<file path="src/rtl/orf_pkg.sv">
`default_nettype none
package orf_pkg;

    localparam int DEF_MAX_WIDTH  = 256;
    localparam int DEF_MAX_HEIGHT = 256;
    localparam int FRAC_BITS      = 8;
    localparam int REPEL_GAIN     = 80;
    localparam int REPEL_REACH    = 25;

    localparam int CFG_W      = 9;
    localparam int APB_DATA_W = 32;
    localparam int APB_ADDR_W = 3;
    localparam int SHADE_W    = 20;
    localparam int PART_W     = 17;
    localparam int GROUP_W    = 19;
    localparam int WIN        = 9;
    localparam int HALF_WIN   = 4;
    localparam int LINES      = 8;
    localparam int ROW_OUT_W  = 8;
    localparam int COL_OUT_W  = 8;

    localparam logic [SHADE_W-1:0] SHADE_LIMIT = SHADE_W'(1 << (SHADE_W - 1));

    typedef enum logic {
        REG_GRID_WIDTH  = 1'b0,
        REG_GRID_HEIGHT = 1'b1
    } orf_reg_t;

    typedef struct packed {
        logic             shift;
        logic             advance;
        logic [WIN-1:0]   row_ok;
        logic             col_ok;
    } orf_cell_ctrl_t;

    // round((GAIN << FRAC_BITS) / d), GAIN << FRAC_BITS at d = 0; zero at and past reach
    function automatic logic [PART_W-1:0] kernel_weight(input int d);
        logic [PART_W-1:0] w;
        case (d)
            0:       w = PART_W'(REPEL_GAIN << FRAC_BITS);
            1:       w = PART_W'(20480);
            2:       w = PART_W'(10240);
            4:       w = PART_W'(5120);
            5:       w = PART_W'(4096);
            8:       w = PART_W'(2560);
            9:       w = PART_W'(2276);
            10:      w = PART_W'(2048);
            13:      w = PART_W'(1575);
            16:      w = PART_W'(1280);
            17:      w = PART_W'(1205);
            18:      w = PART_W'(1138);
            20:      w = PART_W'(1024);
            default: w = '0;
        endcase
        return w;
    endfunction

endpackage
`default_nettype wire

</file>
<file path="src/rtl/orf_if.sv">
`default_nettype none
interface orf_in_if;
    logic valid;
    logic ready;
    logic obstacle;
    logic frame_start;

    modport source (output valid, output obstacle, output frame_start, input ready);
    modport sink (input valid, input obstacle, input frame_start, output ready);
endinterface

interface orf_out_if;
    logic               valid;
    logic               ready;
    logic signed [19:0] shade_value;
    logic [7:0]         cell_row;
    logic [7:0]         cell_column;
    logic               frame_last;

    modport source (output valid, output shade_value, output cell_row, output cell_column,
                    output frame_last, input ready);
    modport sink (input valid, input shade_value, input cell_row, input cell_column,
                  input frame_last, output ready);
endinterface
`default_nettype wire

</file>
<file path="src/rtl/orf_line_store.sv">
`default_nettype none
module orf_line_store #(
    parameter int DEPTH = 256,
    parameter int AW    = 8,
    parameter int DW    = 8
) (
    input  wire logic          clk,
    input  wire logic          wr_en,
    input  wire logic [AW-1:0] wr_addr,
    input  wire logic [DW-1:0] wr_data,
    input  wire logic          rd_en,
    input  wire logic [AW-1:0] rd_addr,
    output logic      [DW-1:0] rd_data
);

    logic [DW-1:0] mem [DEPTH];

    always_ff @(posedge clk)
    begin
        if (wr_en)
        begin
            mem[wr_addr] <= wr_data;
        end
    end

    // same-column write in flight is forwarded
    always_ff @(posedge clk)
    begin
        if (rd_en)
        begin
            if (wr_en && (wr_addr == rd_addr))
            begin
                rd_data <= wr_data;
            end
            else
            begin
                rd_data <= mem[rd_addr];
            end
        end
    end

endmodule
`default_nettype wire

</file>
<file path="src/rtl/orf_cell.sv">
`default_nettype none
module orf_cell #(
    parameter int DC = 0
) (
    input  wire logic                    clk,
    input  wire logic                    rst_n,
    input  wire orf_pkg::orf_cell_ctrl_t ctrl,
    input  wire logic [orf_pkg::WIN-1:0] col_in,
    output logic      [orf_pkg::WIN-1:0] col_out,
    output logic   [orf_pkg::PART_W-1:0] partial
);
    import orf_pkg::*;

    logic [WIN-1:0]    col_reg;
    logic [PART_W-1:0] partial_reg;
    logic [PART_W-1:0] partial_next;

    always_comb
    begin
        partial_next = '0;
        for (int i = 0; i < WIN; i++)
        begin
            if (col_reg[i] && ctrl.row_ok[i] && ctrl.col_ok)
            begin
                partial_next = partial_next +
                    kernel_weight((i - HALF_WIN) * (i - HALF_WIN) + DC * DC);
            end
        end
    end

    always_ff @(posedge clk or negedge rst_n)
    begin
        if (!rst_n)
        begin
            col_reg <= '0;
        end
        else if (ctrl.shift)
        begin
            col_reg <= col_in;
        end
    end

    always_ff @(posedge clk)
    begin
        if (ctrl.advance)
        begin
            partial_reg <= partial_next;
        end
    end

    assign col_out = col_reg;
    assign partial = partial_reg;

endmodule
`default_nettype wire

</file>
<file path="src/rtl/obstacle_repulsion_field_unit.sv">
// Obstacle repulsion field.
// item_in carries one bitmap cell per item in raster order (obstacle, frame_start);
// result_out gives the Q.8 repulsion value with the cell's row, column and a
// frame_last flag. Both channels are valid/ready.
// A frame is W*H + 4W + 4 items: the result for a cell leaves once the cell
// 4 rows and 4 columns further on is in, so the first 4W+4 items give none and
// the tail items only push the window on.
// One item per cycle while result_out does not stall. An accepted item passes
// the line store read, the 9x9 window in a chain of nine column cells,
// per-column partial sums, a two-level add and the final negate, each
// registered, before its result sits in the output register.
// When result_out stalls, the whole pipe holds and item_in.ready drops; the
// output register keeps its item until taken.
// grid_width and grid_height lie at 0x0 and 0x4 on the APB port; write them
// between frames. item_in.ready is low for one cycle after a write.
// Reset clears counters, the window and the pipe valids; the line store is
// not cleared, off-grid cells are masked instead.
`default_nettype none
module obstacle_repulsion_field_unit #(
    parameter int MAX_WIDTH  = orf_pkg::DEF_MAX_WIDTH,
    parameter int MAX_HEIGHT = orf_pkg::DEF_MAX_HEIGHT
) (
    input  wire logic                           clk,
    input  wire logic                           rst_n,
    orf_in_if.sink                              item_in,
    orf_out_if.source                           result_out,
    input  wire logic                           psel,
    input  wire logic                           penable,
    input  wire logic                           pwrite,
    input  wire logic [orf_pkg::APB_ADDR_W-1:0] paddr,
    input  wire logic [orf_pkg::APB_DATA_W-1:0] pwdata,
    output logic      [orf_pkg::APB_DATA_W-1:0] prdata,
    output logic                                pready
);
    import orf_pkg::*;

    localparam int CW = (MAX_WIDTH > 1) ? $clog2(MAX_WIDTH) : 1;
    localparam int DW = $clog2(MAX_WIDTH + 1);
    localparam int HW = $clog2(MAX_HEIGHT + 1);
    localparam int RW = $clog2(MAX_HEIGHT + 9);
    localparam int PW = $clog2(MAX_WIDTH * MAX_HEIGHT + 4 * MAX_WIDTH + 5);

    // configuration
    logic [CFG_W-1:0] width_cfg_reg;
    logic [CFG_W-1:0] height_cfg_reg;
    logic             cfg_hold_reg;
    logic             cfg_wr;
    logic [DW-1:0]    w_eff;
    logic [HW-1:0]    h_eff;
    orf_reg_t         cfg_sel;

    assign pready  = 1'b1;
    assign cfg_wr  = psel && penable && pwrite;
    assign cfg_sel = orf_reg_t'(paddr[2]);

    always_ff @(posedge clk or negedge rst_n)
    begin
        if (!rst_n)
        begin
            width_cfg_reg  <= CFG_W'(256);
            height_cfg_reg <= CFG_W'(256);
            cfg_hold_reg   <= 1'b0;
        end
        else
        begin
            cfg_hold_reg <= cfg_wr;
            if (cfg_wr)
            begin
                unique case (cfg_sel)
                    REG_GRID_WIDTH:  width_cfg_reg  <= pwdata[CFG_W-1:0];
                    REG_GRID_HEIGHT: height_cfg_reg <= pwdata[CFG_W-1:0];
                    default:         width_cfg_reg  <= width_cfg_reg;
                endcase
            end
        end
    end

    always_comb
    begin
        unique case (cfg_sel)
            REG_GRID_WIDTH:  prdata = APB_DATA_W'(width_cfg_reg);
            REG_GRID_HEIGHT: prdata = APB_DATA_W'(height_cfg_reg);
            default:         prdata = '0;
        endcase
    end

    always_comb
    begin
        if (width_cfg_reg == '0)
        begin
            w_eff = DW'(1);
        end
        else if (32'(width_cfg_reg) > MAX_WIDTH)
        begin
            w_eff = DW'(MAX_WIDTH);
        end
        else
        begin
            w_eff = DW'(width_cfg_reg);
        end
        if (height_cfg_reg == '0)
        begin
            h_eff = HW'(1);
        end
        else if (32'(height_cfg_reg) > MAX_HEIGHT)
        begin
            h_eff = HW'(MAX_HEIGHT);
        end
        else
        begin
            h_eff = HW'(height_cfg_reg);
        end
    end

    // pipe control
    logic adv;
    logic accept;
    logic out_valid_reg;

    assign adv           = !out_valid_reg || result_out.ready;
    assign item_in.ready = adv && !cfg_hold_reg;
    assign accept        = item_in.valid && item_in.ready;

    // input position
    logic [CW-1:0] col_reg,  col_next,  col_e;
    logic [RW-1:0] row_reg,  row_next,  row_e;
    logic [PW-1:0] pos_reg,  pos_next,  pos_e;
    logic [PW-1:0] lag_reg,  last_reg;
    logic          restart;

    always_comb
    begin
        restart = item_in.frame_start || (32'(col_reg) >= 32'(w_eff)) || (pos_reg > last_reg);
        col_e   = restart ? '0 : col_reg;
        row_e   = restart ? '0 : row_reg;
        pos_e   = restart ? '0 : pos_reg;
        if (pos_e == last_reg)
        begin
            col_next = '0;
            row_next = '0;
            pos_next = '0;
        end
        else if (32'(col_e) + 1 >= 32'(w_eff))
        begin
            col_next = '0;
            row_next = row_e + RW'(1);
            pos_next = pos_e + PW'(1);
        end
        else
        begin
            col_next = col_e + CW'(1);
            row_next = row_e;
            pos_next = pos_e + PW'(1);
        end
    end

    always_ff @(posedge clk or negedge rst_n)
    begin
        if (!rst_n)
        begin
            col_reg <= '0;
            row_reg <= '0;
            pos_reg <= '0;
        end
        else if (accept)
        begin
            col_reg <= col_next;
            row_reg <= row_next;
            pos_reg <= pos_next;
        end
        else
        begin
            pos_reg <= PW'(32'(row_reg) * 32'(w_eff) + 32'(col_reg));
        end
    end

    always_ff @(posedge clk)
    begin
        lag_reg  <= PW'(4 * 32'(w_eff) + 4);
        last_reg <= PW'(32'(w_eff) * 32'(h_eff) + 4 * 32'(w_eff) + 3);
    end

    // stage 1: line store access
    logic             s1_valid_reg;
    logic             s1_bit_reg;
    logic [CW-1:0]    s1_col_reg;
    logic [RW-1:0]    s1_row_reg;
    logic             s1_out_en_reg;
    logic             s1_last_reg;
    logic [LINES-1:0] s1_word;
    logic             ls_wr;

    assign ls_wr = s1_valid_reg && adv;

    orf_line_store #(
        .DEPTH (MAX_WIDTH),
        .AW    (CW),
        .DW    (LINES)
    ) u_line_store (
        .clk     (clk),
        .wr_en   (ls_wr),
        .wr_addr (s1_col_reg),
        .wr_data ({s1_word[LINES-2:0], s1_bit_reg}),
        .rd_en   (accept),
        .rd_addr (col_e),
        .rd_data (s1_word)
    );

    always_ff @(posedge clk or negedge rst_n)
    begin
        if (!rst_n)
        begin
            s1_valid_reg <= 1'b0;
        end
        else if (adv)
        begin
            s1_valid_reg <= accept;
        end
    end

    always_ff @(posedge clk)
    begin
        if (accept)
        begin
            s1_bit_reg    <= item_in.obstacle;
            s1_col_reg    <= col_e;
            s1_row_reg    <= row_e;
            s1_out_en_reg <= (pos_e >= lag_reg);
            s1_last_reg   <= (pos_e == last_reg);
        end
    end

    // result cell is 4W+4 items back
    logic signed [CW+1:0] cs;
    logic signed [RW:0]   rs;
    logic [WIN-1:0]       new_col;

    always_comb
    begin
        cs = $signed((CW+2)'(s1_col_reg)) - $signed((CW+2)'(HALF_WIN));
        rs = $signed((RW+1)'(s1_row_reg)) - $signed((RW+1)'(HALF_WIN));
        for (int i = 0; i < HALF_WIN; i++)
        begin
            if (cs < 0)
            begin
                cs = cs + $signed((CW+2)'(w_eff));
                rs = rs - $signed((RW+1)'(1));
            end
        end
        new_col[WIN-1] = s1_bit_reg;
        for (int k = 0; k < LINES; k++)
        begin
            new_col[LINES-1-k] = s1_word[k];
        end
    end

    // stage 2: window
    logic          s2_valid_reg;
    logic [RW-1:0] s2_r_reg;
    logic [CW-1:0] s2_c_reg;
    logic          s2_last_reg;

    always_ff @(posedge clk or negedge rst_n)
    begin
        if (!rst_n)
        begin
            s2_valid_reg <= 1'b0;
        end
        else if (adv)
        begin
            s2_valid_reg <= s1_valid_reg && s1_out_en_reg;
        end
    end

    always_ff @(posedge clk)
    begin
        if (adv)
        begin
            s2_r_reg    <= rs[RW-1:0];
            s2_c_reg    <= cs[CW-1:0];
            s2_last_reg <= s1_last_reg;
        end
    end

    logic [WIN-1:0]    row_ok;
    orf_cell_ctrl_t    cell_ctrl [WIN];
    logic [WIN-1:0]    chain [WIN];
    logic [PART_W-1:0] part [WIN];

    always_comb
    begin
        for (int i = 0; i < WIN; i++)
        begin
            row_ok[i] = (int'(s2_r_reg) + i - HALF_WIN >= 0) &&
                        (int'(s2_r_reg) + i - HALF_WIN < int'(h_eff));
        end
        for (int k = 0; k < WIN; k++)
        begin
            cell_ctrl[k].shift   = adv && s1_valid_reg;
            cell_ctrl[k].advance = adv;
            cell_ctrl[k].row_ok  = row_ok;
            cell_ctrl[k].col_ok  = (int'(s2_c_reg) + HALF_WIN - k >= 0) &&
                                   (int'(s2_c_reg) + HALF_WIN - k < int'(w_eff));
        end
    end

    assign chain[0] = new_col;

    for (genvar k = 0; k < WIN; k++)
    begin : g_cell
        if (k < WIN - 1)
        begin : g_link
            orf_cell #(
                .DC (HALF_WIN - k)
            ) u_cell (
                .clk     (clk),
                .rst_n   (rst_n),
                .ctrl    (cell_ctrl[k]),
                .col_in  (chain[k]),
                .col_out (chain[k+1]),
                .partial (part[k])
            );
        end
        else
        begin : g_tail
            orf_cell #(
                .DC (HALF_WIN - k)
            ) u_cell (
                .clk     (clk),
                .rst_n   (rst_n),
                .ctrl    (cell_ctrl[k]),
                .col_in  (chain[k]),
                .col_out (),
                .partial (part[k])
            );
        end
    end

    // stage 3: partials registered in the cells
    logic          s3_valid_reg;
    logic [RW-1:0] s3_r_reg;
    logic [CW-1:0] s3_c_reg;
    logic          s3_last_reg;

    // stage 4: group sums
    logic               s4_valid_reg;
    logic [RW-1:0]      s4_r_reg;
    logic [CW-1:0]      s4_c_reg;
    logic               s4_last_reg;
    logic [GROUP_W-1:0] group_reg [3];

    always_ff @(posedge clk or negedge rst_n)
    begin
        if (!rst_n)
        begin
            s3_valid_reg <= 1'b0;
            s4_valid_reg <= 1'b0;
        end
        else if (adv)
        begin
            s3_valid_reg <= s2_valid_reg;
            s4_valid_reg <= s3_valid_reg;
        end
    end

    always_ff @(posedge clk)
    begin
        if (adv)
        begin
            s3_r_reg    <= s2_r_reg;
            s3_c_reg    <= s2_c_reg;
            s3_last_reg <= s2_last_reg;
            s4_r_reg    <= s3_r_reg;
            s4_c_reg    <= s3_c_reg;
            s4_last_reg <= s3_last_reg;
            for (int j = 0; j < 3; j++)
            begin
                group_reg[j] <= GROUP_W'(part[3*j]) + GROUP_W'(part[3*j+1]) +
                                GROUP_W'(part[3*j+2]);
            end
        end
    end

    // output register
    logic [SHADE_W-1:0]   total;
    logic [SHADE_W-1:0]   total_sat;
    logic [SHADE_W-1:0]   shade_reg;
    logic [ROW_OUT_W-1:0] row_out_reg;
    logic [COL_OUT_W-1:0] col_out_reg;
    logic                 last_out_reg;

    always_comb
    begin
        total     = SHADE_W'(group_reg[0]) + SHADE_W'(group_reg[1]) + SHADE_W'(group_reg[2]);
        total_sat = (total > SHADE_LIMIT) ? SHADE_LIMIT : total;
    end

    always_ff @(posedge clk or negedge rst_n)
    begin
        if (!rst_n)
        begin
            out_valid_reg <= 1'b0;
        end
        else if (adv)
        begin
            out_valid_reg <= s4_valid_reg;
        end
    end

    always_ff @(posedge clk)
    begin
        if (adv)
        begin
            shade_reg    <= SHADE_W'(0) - total_sat;
            row_out_reg  <= ROW_OUT_W'(s4_r_reg);
            col_out_reg  <= COL_OUT_W'(s4_c_reg);
            last_out_reg <= s4_last_reg;
        end
    end

    assign result_out.valid       = out_valid_reg;
    assign result_out.shade_value = $signed(shade_reg);
    assign result_out.cell_row    = row_out_reg;
    assign result_out.cell_column = col_out_reg;
    assign result_out.frame_last  = last_out_reg;

endmodule
`default_nettype wire
</file>
<file path="src/flat_wrapper.sv">
// flat-port wrapper written by rule: the top's interface ports become plain ports
module obstacle_repulsion_field_unit_flat import orf_pkg::*;
#(
    parameter int MAX_WIDTH  = orf_pkg::DEF_MAX_WIDTH,
    parameter int MAX_HEIGHT = orf_pkg::DEF_MAX_HEIGHT
)
  (clk, rst_n, psel, penable, pwrite, paddr, pwdata, prdata, pready, item_in_valid, item_in_obstacle, item_in_frame_start, item_in_ready, result_out_valid, result_out_shade_value, result_out_cell_row, result_out_cell_column, result_out_frame_last, result_out_ready);
  orf_in_if item_in_i ();
  orf_out_if result_out_i ();
  input  wire logic clk;
  input  wire logic rst_n;
  input  wire logic psel;
  input  wire logic penable;
  input  wire logic pwrite;
  input  wire logic [orf_pkg::APB_ADDR_W-1:0] paddr;
  input  wire logic [orf_pkg::APB_DATA_W-1:0] pwdata;
  output logic      [orf_pkg::APB_DATA_W-1:0] prdata;
  output logic pready;
  input wire logic [$bits(item_in_i.valid)-1:0] item_in_valid;
  input wire logic [$bits(item_in_i.obstacle)-1:0] item_in_obstacle;
  input wire logic [$bits(item_in_i.frame_start)-1:0] item_in_frame_start;
  output wire logic [$bits(item_in_i.ready)-1:0] item_in_ready;
  output wire logic [$bits(result_out_i.valid)-1:0] result_out_valid;
  output wire logic [$bits(result_out_i.shade_value)-1:0] result_out_shade_value;
  output wire logic [$bits(result_out_i.cell_row)-1:0] result_out_cell_row;
  output wire logic [$bits(result_out_i.cell_column)-1:0] result_out_cell_column;
  output wire logic [$bits(result_out_i.frame_last)-1:0] result_out_frame_last;
  input wire logic [$bits(result_out_i.ready)-1:0] result_out_ready;
  assign item_in_i.valid = item_in_valid;
  assign item_in_i.obstacle = item_in_obstacle;
  assign item_in_i.frame_start = item_in_frame_start;
  assign item_in_ready = item_in_i.ready;
  assign result_out_valid = result_out_i.valid;
  assign result_out_shade_value = result_out_i.shade_value;
  assign result_out_cell_row = result_out_i.cell_row;
  assign result_out_cell_column = result_out_i.cell_column;
  assign result_out_frame_last = result_out_i.frame_last;
  assign result_out_i.ready = result_out_ready;
  obstacle_repulsion_field_unit #(.MAX_WIDTH(MAX_WIDTH), .MAX_HEIGHT(MAX_HEIGHT)) u_core (.clk(clk), .rst_n(rst_n), .item_in(item_in_i), .result_out(result_out_i), .psel(psel), .penable(penable), .pwrite(pwrite), .paddr(paddr), .pwdata(pwdata), .prdata(prdata), .pready(pready));
endmodule
</file>
<file path="config.mk">
export PLATFORM = sky130hd
export DESIGN_NAME = obstacle_repulsion_field_unit_flat
export DESIGN_NICKNAME = d
export VERILOG_FILES = /design/src/rtl/orf_pkg.sv /design/src/rtl/orf_if.sv /design/src/rtl/orf_line_store.sv /design/src/rtl/orf_cell.sv /design/src/rtl/obstacle_repulsion_field_unit.sv /design/src/flat_wrapper.sv
export SDC_FILE = /design/constraint.sdc
export NUM_CORES = 2
export LEC_CHECK = 0
export BUFFER_PORTS_ARGS = -buffer_cell sky130_fd_sc_hd__buf_2
export CORE_MARGIN = 3
export CORE_UTILIZATION = 40
export DETAILED_ROUTE_END_ITERATION = 12
export GPL_TIMING_DRIVEN = 0
export SLEW_MARGIN = 20
export SYNTH_ARGS = -nofsm -noshare
export SYNTH_HDL_FRONTEND = slang
export SYNTH_SLANG_ARGS = --single-unit
</file>
<file path="constraint.sdc">
create_clock -name clk -period 9.05 [get_ports clk]
set_input_delay 0.905 -clock clk [delete_from_list [all_inputs] [get_ports clk]]
set_output_delay 0.905 -clock clk [all_outputs]
set_load 0.05 [all_outputs]
</file>
-- After elaboration in Yosys (flattened, before gate mapping)
Memory sizes are Yosys's and may differ from the RTL's. A register that Yosys moved wholly into a read port is not among the register bits.
Cells that the tools add are included.
- $add $sub $neg: 119
- bitwise operators: 1
- $mul: 2
- reduce and logical (&&, ||, !) cells: 183
- $lt $le $gt $ge: 47
- equal/unequal tests: 1
- muxes and demuxes: 168
- operators by type and width (operator ; number):
    17-bit two-way mux ; 135
    17-bit adder ; 66
    32-bit by 1-bit >= comparator with 1-bit output (second input constant) ; 18
    32-bit by 10-bit < comparator with 1-bit output ; 17
    32-bit by 4-bit subtractor with 32-bit output (second input constant) ; 12
    1-bit logical AND ; 174
    11-bit two-way mux ; 9
    9-bit two-way mux ; 11
    32-bit case mux with 2 select lines ; 1
    32-bit by 3-bit subtractor with 32-bit output (second input constant) ; 2
    19-bit by 17-bit adder with 19-bit output ; 3
    17-bit by 17-bit adder with 18-bit output ; 3
    9-bit by 3-bit adder with 10-bit output (second input constant) ; 4
    9-bit by 2-bit subtractor with 9-bit output (second input constant) ; 4
    9-bit by 9-bit multiplier with 17-bit output ; 2
    8-bit two-way mux ; 4
    32-bit by 2-bit subtractor with 32-bit output (second input constant) ; 1
    32-bit by 5-bit subtractor with 32-bit output (second input constant) ; 1
    10-bit by 1-bit < comparator with 1-bit output (second input constant) ; 3
    10-bit two-way mux ; 3
    10-bit adder ; 2
    19-bit by 19-bit adder with 20-bit output ; 1
    20-bit by 19-bit adder with 20-bit output ; 1
    9-bit by 2-bit adder with 10-bit output (second input constant) ; 2
    33 further kinds ; 42
- RAM bits: 2105
- memories: 2
- output and inout port bits: 72
- register bits after elaboration: 435
- word-level logic and storage cells: 572
- memories (name ; depth ; bits a word ; read ports ; clocked after memory_dff ; write ports ; RTL line ; RTL):
    u_core.u_line_store.mem ; 256 ; 8 ; 1 ; 1 ; 1 ; orf_line_store.sv:16 ; logic [DW-1:0] mem [DEPTH];
    u_core.group_reg ; 3 ; 19 ; 3 ; 0 ; 3 ; obstacle_repulsion_field_unit.sv:350 ; logic [GROUP_W-1:0] group_reg [3];

-- Logic depth before layout (Yosys ltp)
- word-level depth: 24
- mapped depth: 37
- mapped depth without buffers: 33

-- Cells and area by module
A second synthesis with hierarchy kept.
- cells, all modules: 8316
- area, all modules: 121982.0 um^2
- by module, submodules not included (module ; area each (um^2) ; cells each ; times used):
    orf_line_store ; 79832.8 ; 4007 ; 1
    obstacle_repulsion_field_unit ; 28083.2 ; 2978 ; 1
    orf_cell at u_core.g_cell[2].g_link.u_cell ... ; 1577.8 ; 142 ; 2
    orf_cell at u_core.g_cell[3].g_link.u_cell ... ; 1425.1 ; 143 ; 2
    orf_cell at u_core.g_cell[7].g_link.u_cell ; 2318.5 ; 222 ; 1
    orf_cell at u_core.g_cell[1].g_link.u_cell ; 1990.7 ; 193 ; 1
    orf_cell at u_core.g_cell[4].g_link.u_cell ; 1729.2 ; 186 ; 1
    orf_cell at u_core.g_cell[0].g_link.u_cell ; 1026.0 ; 80 ; 1
    orf_cell at u_core.g_cell[8].g_tail.u_cell ; 996.0 ; 80 ; 1

-- Least setup slack after synthesis
No wires, ideal clock.
- path type: in2reg
- from: in result_out_ready
- to: mem u_core.u_line_store.mem[115][0], enable pin
- data required time: 8.680 ns
- path slack: 0.786 ns
- data arrival time: 7.894 ns
- path buffers: 2
- stages on the path: 7
- path through: nor2b_1 > inv_1 > nand2_1 > or2_2 > clkbuf_1 > clkbuf_1 > nor2_1
- word-level cells in the longest chain between the ends: 4
- RTL lines (what ; RTL line ; RTL):
    start: declaration ; flat_wrapper.sv:28 ; input wire logic [$bits(result_out_i.ready)-1:0] result_out_ready;
    1-bit logical OR ; obstacle_repulsion_field_unit.sv:120 ; assign adv = !out_valid_reg || result_out.ready;
    1-bit logical AND ; obstacle_repulsion_field_unit.sv:193 ; assign ls_wr = s1_valid_reg && adv;
    1-bit two-way mux ; orf_line_store.sv:20 ; if (wr_en)
    1-bit two-way mux (not written as such) ; orf_line_store.sv:22 ; mem[wr_addr] <= wr_data;
    end: declaration ; orf_line_store.sv:16 ;
Every way passes these cells.

-- Worst setup path after layout
- from: reg u_core.col_reg[0]
- to: reg u_core.u_line_store.rd_data[6], read port of u_core.u_line_store.mem (data pin)
- word-level cells in the longest chain between the ends: 4
- RTL lines (what ; RTL line ; RTL):
    start: declaration ; obstacle_repulsion_field_unit.sv:125 ; logic [CW-1:0] col_reg, col_next, col_e;
    start signal: assignment ; obstacle_repulsion_field_unit.sv:167 ; col_reg <= col_next;
    8-bit by 9-bit >= comparator with 1-bit output ; obstacle_repulsion_field_unit.sv:133 ; restart = item_in.frame_start || (32'(col_reg) >= 32'(w_eff)) || (pos_reg > last_reg);
    1-bit logical OR (2 in series) ; obstacle_repulsion_field_unit.sv:133 ;
    8-bit two-way mux * ; obstacle_repulsion_field_unit.sv:134 ; col_e = restart ? '0 : col_reg;
    end: declaration ; orf_line_store.sv:13 ; output logic [DW-1:0] rd_data
Mark *: on every way between the ends. The rest lies on a longest branch, timed or not.
A chain may end at the register's enable or synchronous reset.

==> summary.md <==
| Metric | Value |
|---|---|
| Hold Vio Cnt, Final | `0` |
| Vias/cell | `6.30` |
| Max reg flops | `2048` |
| Die Ht | `565 µm` |
| Layout cells sized above 1 | `13.6%` |
| CTS HTree Levels | `5` |
| Core area | `310000 µm²` |
| Fin crit period | `9.40 ns` |
| Port-buffer cells | `66` |
| Vias in the first global route | `89230` |
| Leakage | `54.5 nW` |
| DRC | `0` |
| Post-layout util | `47.4%` |
| Syn_area_per_cell | `12.3 µm²` |
| Main synth FF type | `edfxtp_1` |
| Final period util | `104%` |
| Worst slew pin tran | `1.36 ns` |
| Clock Sinks | `2488` |
| Routed wire length | `602000 µm` |
| Total GRT Usage | `37.0%` |
| Setup crit end kind | `flip-flop` |
| Peak supply drop | `0.307 mV` |
| Power per cell area | `358 nW/µm²` |
| Max Clk Rate | `106 MHz` |
| Critical path class | `flip-flop to flip-flop` |
| Share of the synthesized area in the top cell type | `56.0%` |
| WP data required | `9.74 ns` |
| Antenna Nets Post-Route | `0` |
| Asr flop ratio synth | `5.35%` |
| Largest net degree at the start of global routing | `101` |
| Routability cong. | `1.09` |
| CTS clock-pin slew for the worst setup and hold paths | `0.06 ns` |
| Clk_lat worst skew | `0.97 ns` |
| Initial antenna violation count | `92` |
| #FFs+latches synth | `2488` |
| IO Pins | `116` |
| DR vias | `96092` |
| Gr ovfl total | `0` |
| Final Skew | `0.0899 ns` |
| Worst min path class | `primary input to flip-flop` |
| P&R area growth vs syn | `17.6%` |
| Largest cells by area after synthesis | `edfxtp_1 (56%), ha_1 (5.5%), mux2i_1 (4.0%), nand2_1 (3.6%), dfrtp_1 (2.6%)` |
| DIE AREA | `319000 µm²` |
| DIE WIDTH | `565 µm` |
| Max-cap violations | `0` |
| CTS max path bufs | `4` |
| Max FO, Critical Path | `12` |
| Yosys top cell by area | `edfxtp_1` |
| Core Rows | `204` |
| Number of synthesized flops with an enable pin | `2328` |
| Initial Utilization | `40.3%` |
| Slew margin rel. | `9.62%` |
| Net count, final | `11563` |
| Dpl ws | `-2.99 ns` |
| Outcome | `complete, but fails checks` |
| Netlist Area Pre-Place | `125000 µm²` |
| Global-route wire length before repair | `793000 µm` |
| Initial drt markers | `14837` |
| Final setup violation count | `6` |
| Post-Synthesis Cells | `10129` |
| Failing checks | `negative setup slack` |
| Sequential area share after synthesis | `59.1%` |
| Dpl hpwl | `454000 µm` |
| Max-slew violations | `0` |
| Netlist cell types | `128` |
| Clock root buffer | `clkbuf_16` |
| Final setup margin | `-0.348 ns` |
| Routed wire per std cell | `39.5 µm` |
| CTS Buf Count | `288` |
| Yosys warnings | `0` |
| Critical path arrival | `10.08 ns` |
| TritonRoute pass-1 iters | `7` |
| Worst setup SP type | `flip-flop` |
| CTS tree | `built` |
cell type report:
type	instances	area (µm²)
antenna	82	205
sequential	2488	73800
tap	4120	5150
clock buffer	361	7700
buffer	561	2790
clock inverter	146	1450
fill	27435	163000
timing repair inverter	1	5.00
timing repair buffer	380	6410
inverter	393	1500
multi-input combinational	6713	47900
cells by family after synthesis:
kind of cell,Yosys count,synth area share (%)
buf+inv,959,3.09
other cells,2,0.00601
mux,617,5.13
flops,2488,59.1
xor+xnor,520,3.81
fa+ha+maj,695,7.79
compound gates,2003,10.7
simple gates,2845,10.4
synth_stat cells, types with 36 or more instances:
cell      instances
xor2_1          154
a31oi_1         109
and3_1          116
xnor2_1         349
fa_1            139
nor4_1           36
ha_1            554
buf_2            62
dfrtp_1         131
edfxtp_1       2328
o21bai_1         47
mux2i_1         496
o22ai_1         107
a211oi_1         78
and2_1           76
o21a_1           40
a22oi_1          38
o211ai_1         74
mux2_2          113
o221ai_1        201
nor2_1          646
nor3_1          144
a21o_1           87
nand2_1        1211
clkbuf_1        379
nand2b_1         41
buf_1            85
nand3_1         254
o21ai_0         316
a21oi_1         545
inv_1           378
nor2b_1          97
nand4_1          67
where the power goes:
part           internal (W)  total (W)  leakage [nW]  switching [W]
registers            0.0144     0.0151          23.4       0.000673
logic               0.00832     0.0257          26.6         0.0174
clock network       0.00667     0.0117          4.48        0.00502
total                0.0294     0.0525          54.5         0.0231
cell usage in the layout, fill, tap and decap left out, types with 108 or more instances in the layout:
cell type and count:
mux2_2 113, a21oi_1 544, clkbuf_2 197, xnor2_1 349, edfxtp_1 2328, and3_1 116, nand3_1 251, nand2_1 1207
dfrtp_1 131, mux2i_1 496, nor2_1 583, xor2_1 154, ha_1 553, o221ai_1 199, buf_16 108, clkbuf_16 297
nor3_1 139, fa_1 139, o21ai_0 302, clkbuf_1 235, buf_2 179, inv_1 373
path summary, 6_finish.rpt:
check	start	to	slack, ns	cells past startpoint
max reg2reg	u_core.col_reg[0]	u_core.u_line_store.rd_data[6]	-0.35	27
max in group asynchronous	rst_n	u_core.g_cell[6].g_link.u_cell.col_out[4]	7.65	3
max	u_core.col_reg[0]	u_core.u_line_store.rd_data[6]	-0.35	27
min in group asynchronous	rst_n	u_core.s2_valid_reg	0.53	2
min reg2reg	u_core.s3_c_reg[1]	u_core.s4_c_reg[1]	0.42	0
min	item_in_obstacle	u_core.s1_bit_reg	0.16	1
worst max-delay path: stages, from the launching register on:
cell and delay [ns]:
dfrtp_1 0.46, inv_2 0.22, clkbuf_8 0.28, clkbuf_8 0.41
buf_16 0.23, clkbuf_2 0.33, buf_16 0.23, ha_1 0.15
nand2b_1 0.09, a21o_1 0.11, a211oi_1 0.06, o21ai_1 0.41
a21o_1 0.74, nor2_1 0.14, clkbuf_2 0.46, nand2_1 0.56
clkbuf_2 0.62, buf_2 0.47, buf_16 0.22, clkbuf_2 0.45
buf_16 0.24, o22ai_1 0.10, o41ai_2 0.52, buf_6 0.25
o22ai_1 0.10, o21bai_1 0.42, o211ai_1 0.37, buf_4 0.31
through the flow:
stage	TNS [ns]	power [W]	area [µm²]	hold slack [ns]	instances
finish	-1.38	0.0525	147000	0.160	15245
global route	-0.00661	0.0543	147000	0.147	15181
CTS	0	0.0517	147000	0.135	15152
detailed placement	-67.21	0.0400	137000	0.405	14644
global placement	-8341.44	0.0386	131000	0.403	14346
floorplan	0	0.0292	125000	0.400	10160
what timing repair did:
action                                  CTS  global route
buffers inserted                          2            11
endpoints found under the setup margin   44            50
cloned                                    0             1
pin swaps                                 2             2
endpoints found under the hold margin    49             0
gates resized for setup                  55            11
hold buffers                              1             0
routing by layer:
layer | up-vias | track usage [%] | part of all wire [%]
met2 | 6733 | 53.3 | 42
met4 | 33 | 30.2 | 9.9
met1 | 48343 | 44.5 | 36
met5 | - | 0.164 | 0.045
li1 | 39187 | - | -
met3 | 1796 | 13.1 | 12
Power figures use the tool's default switching activity.
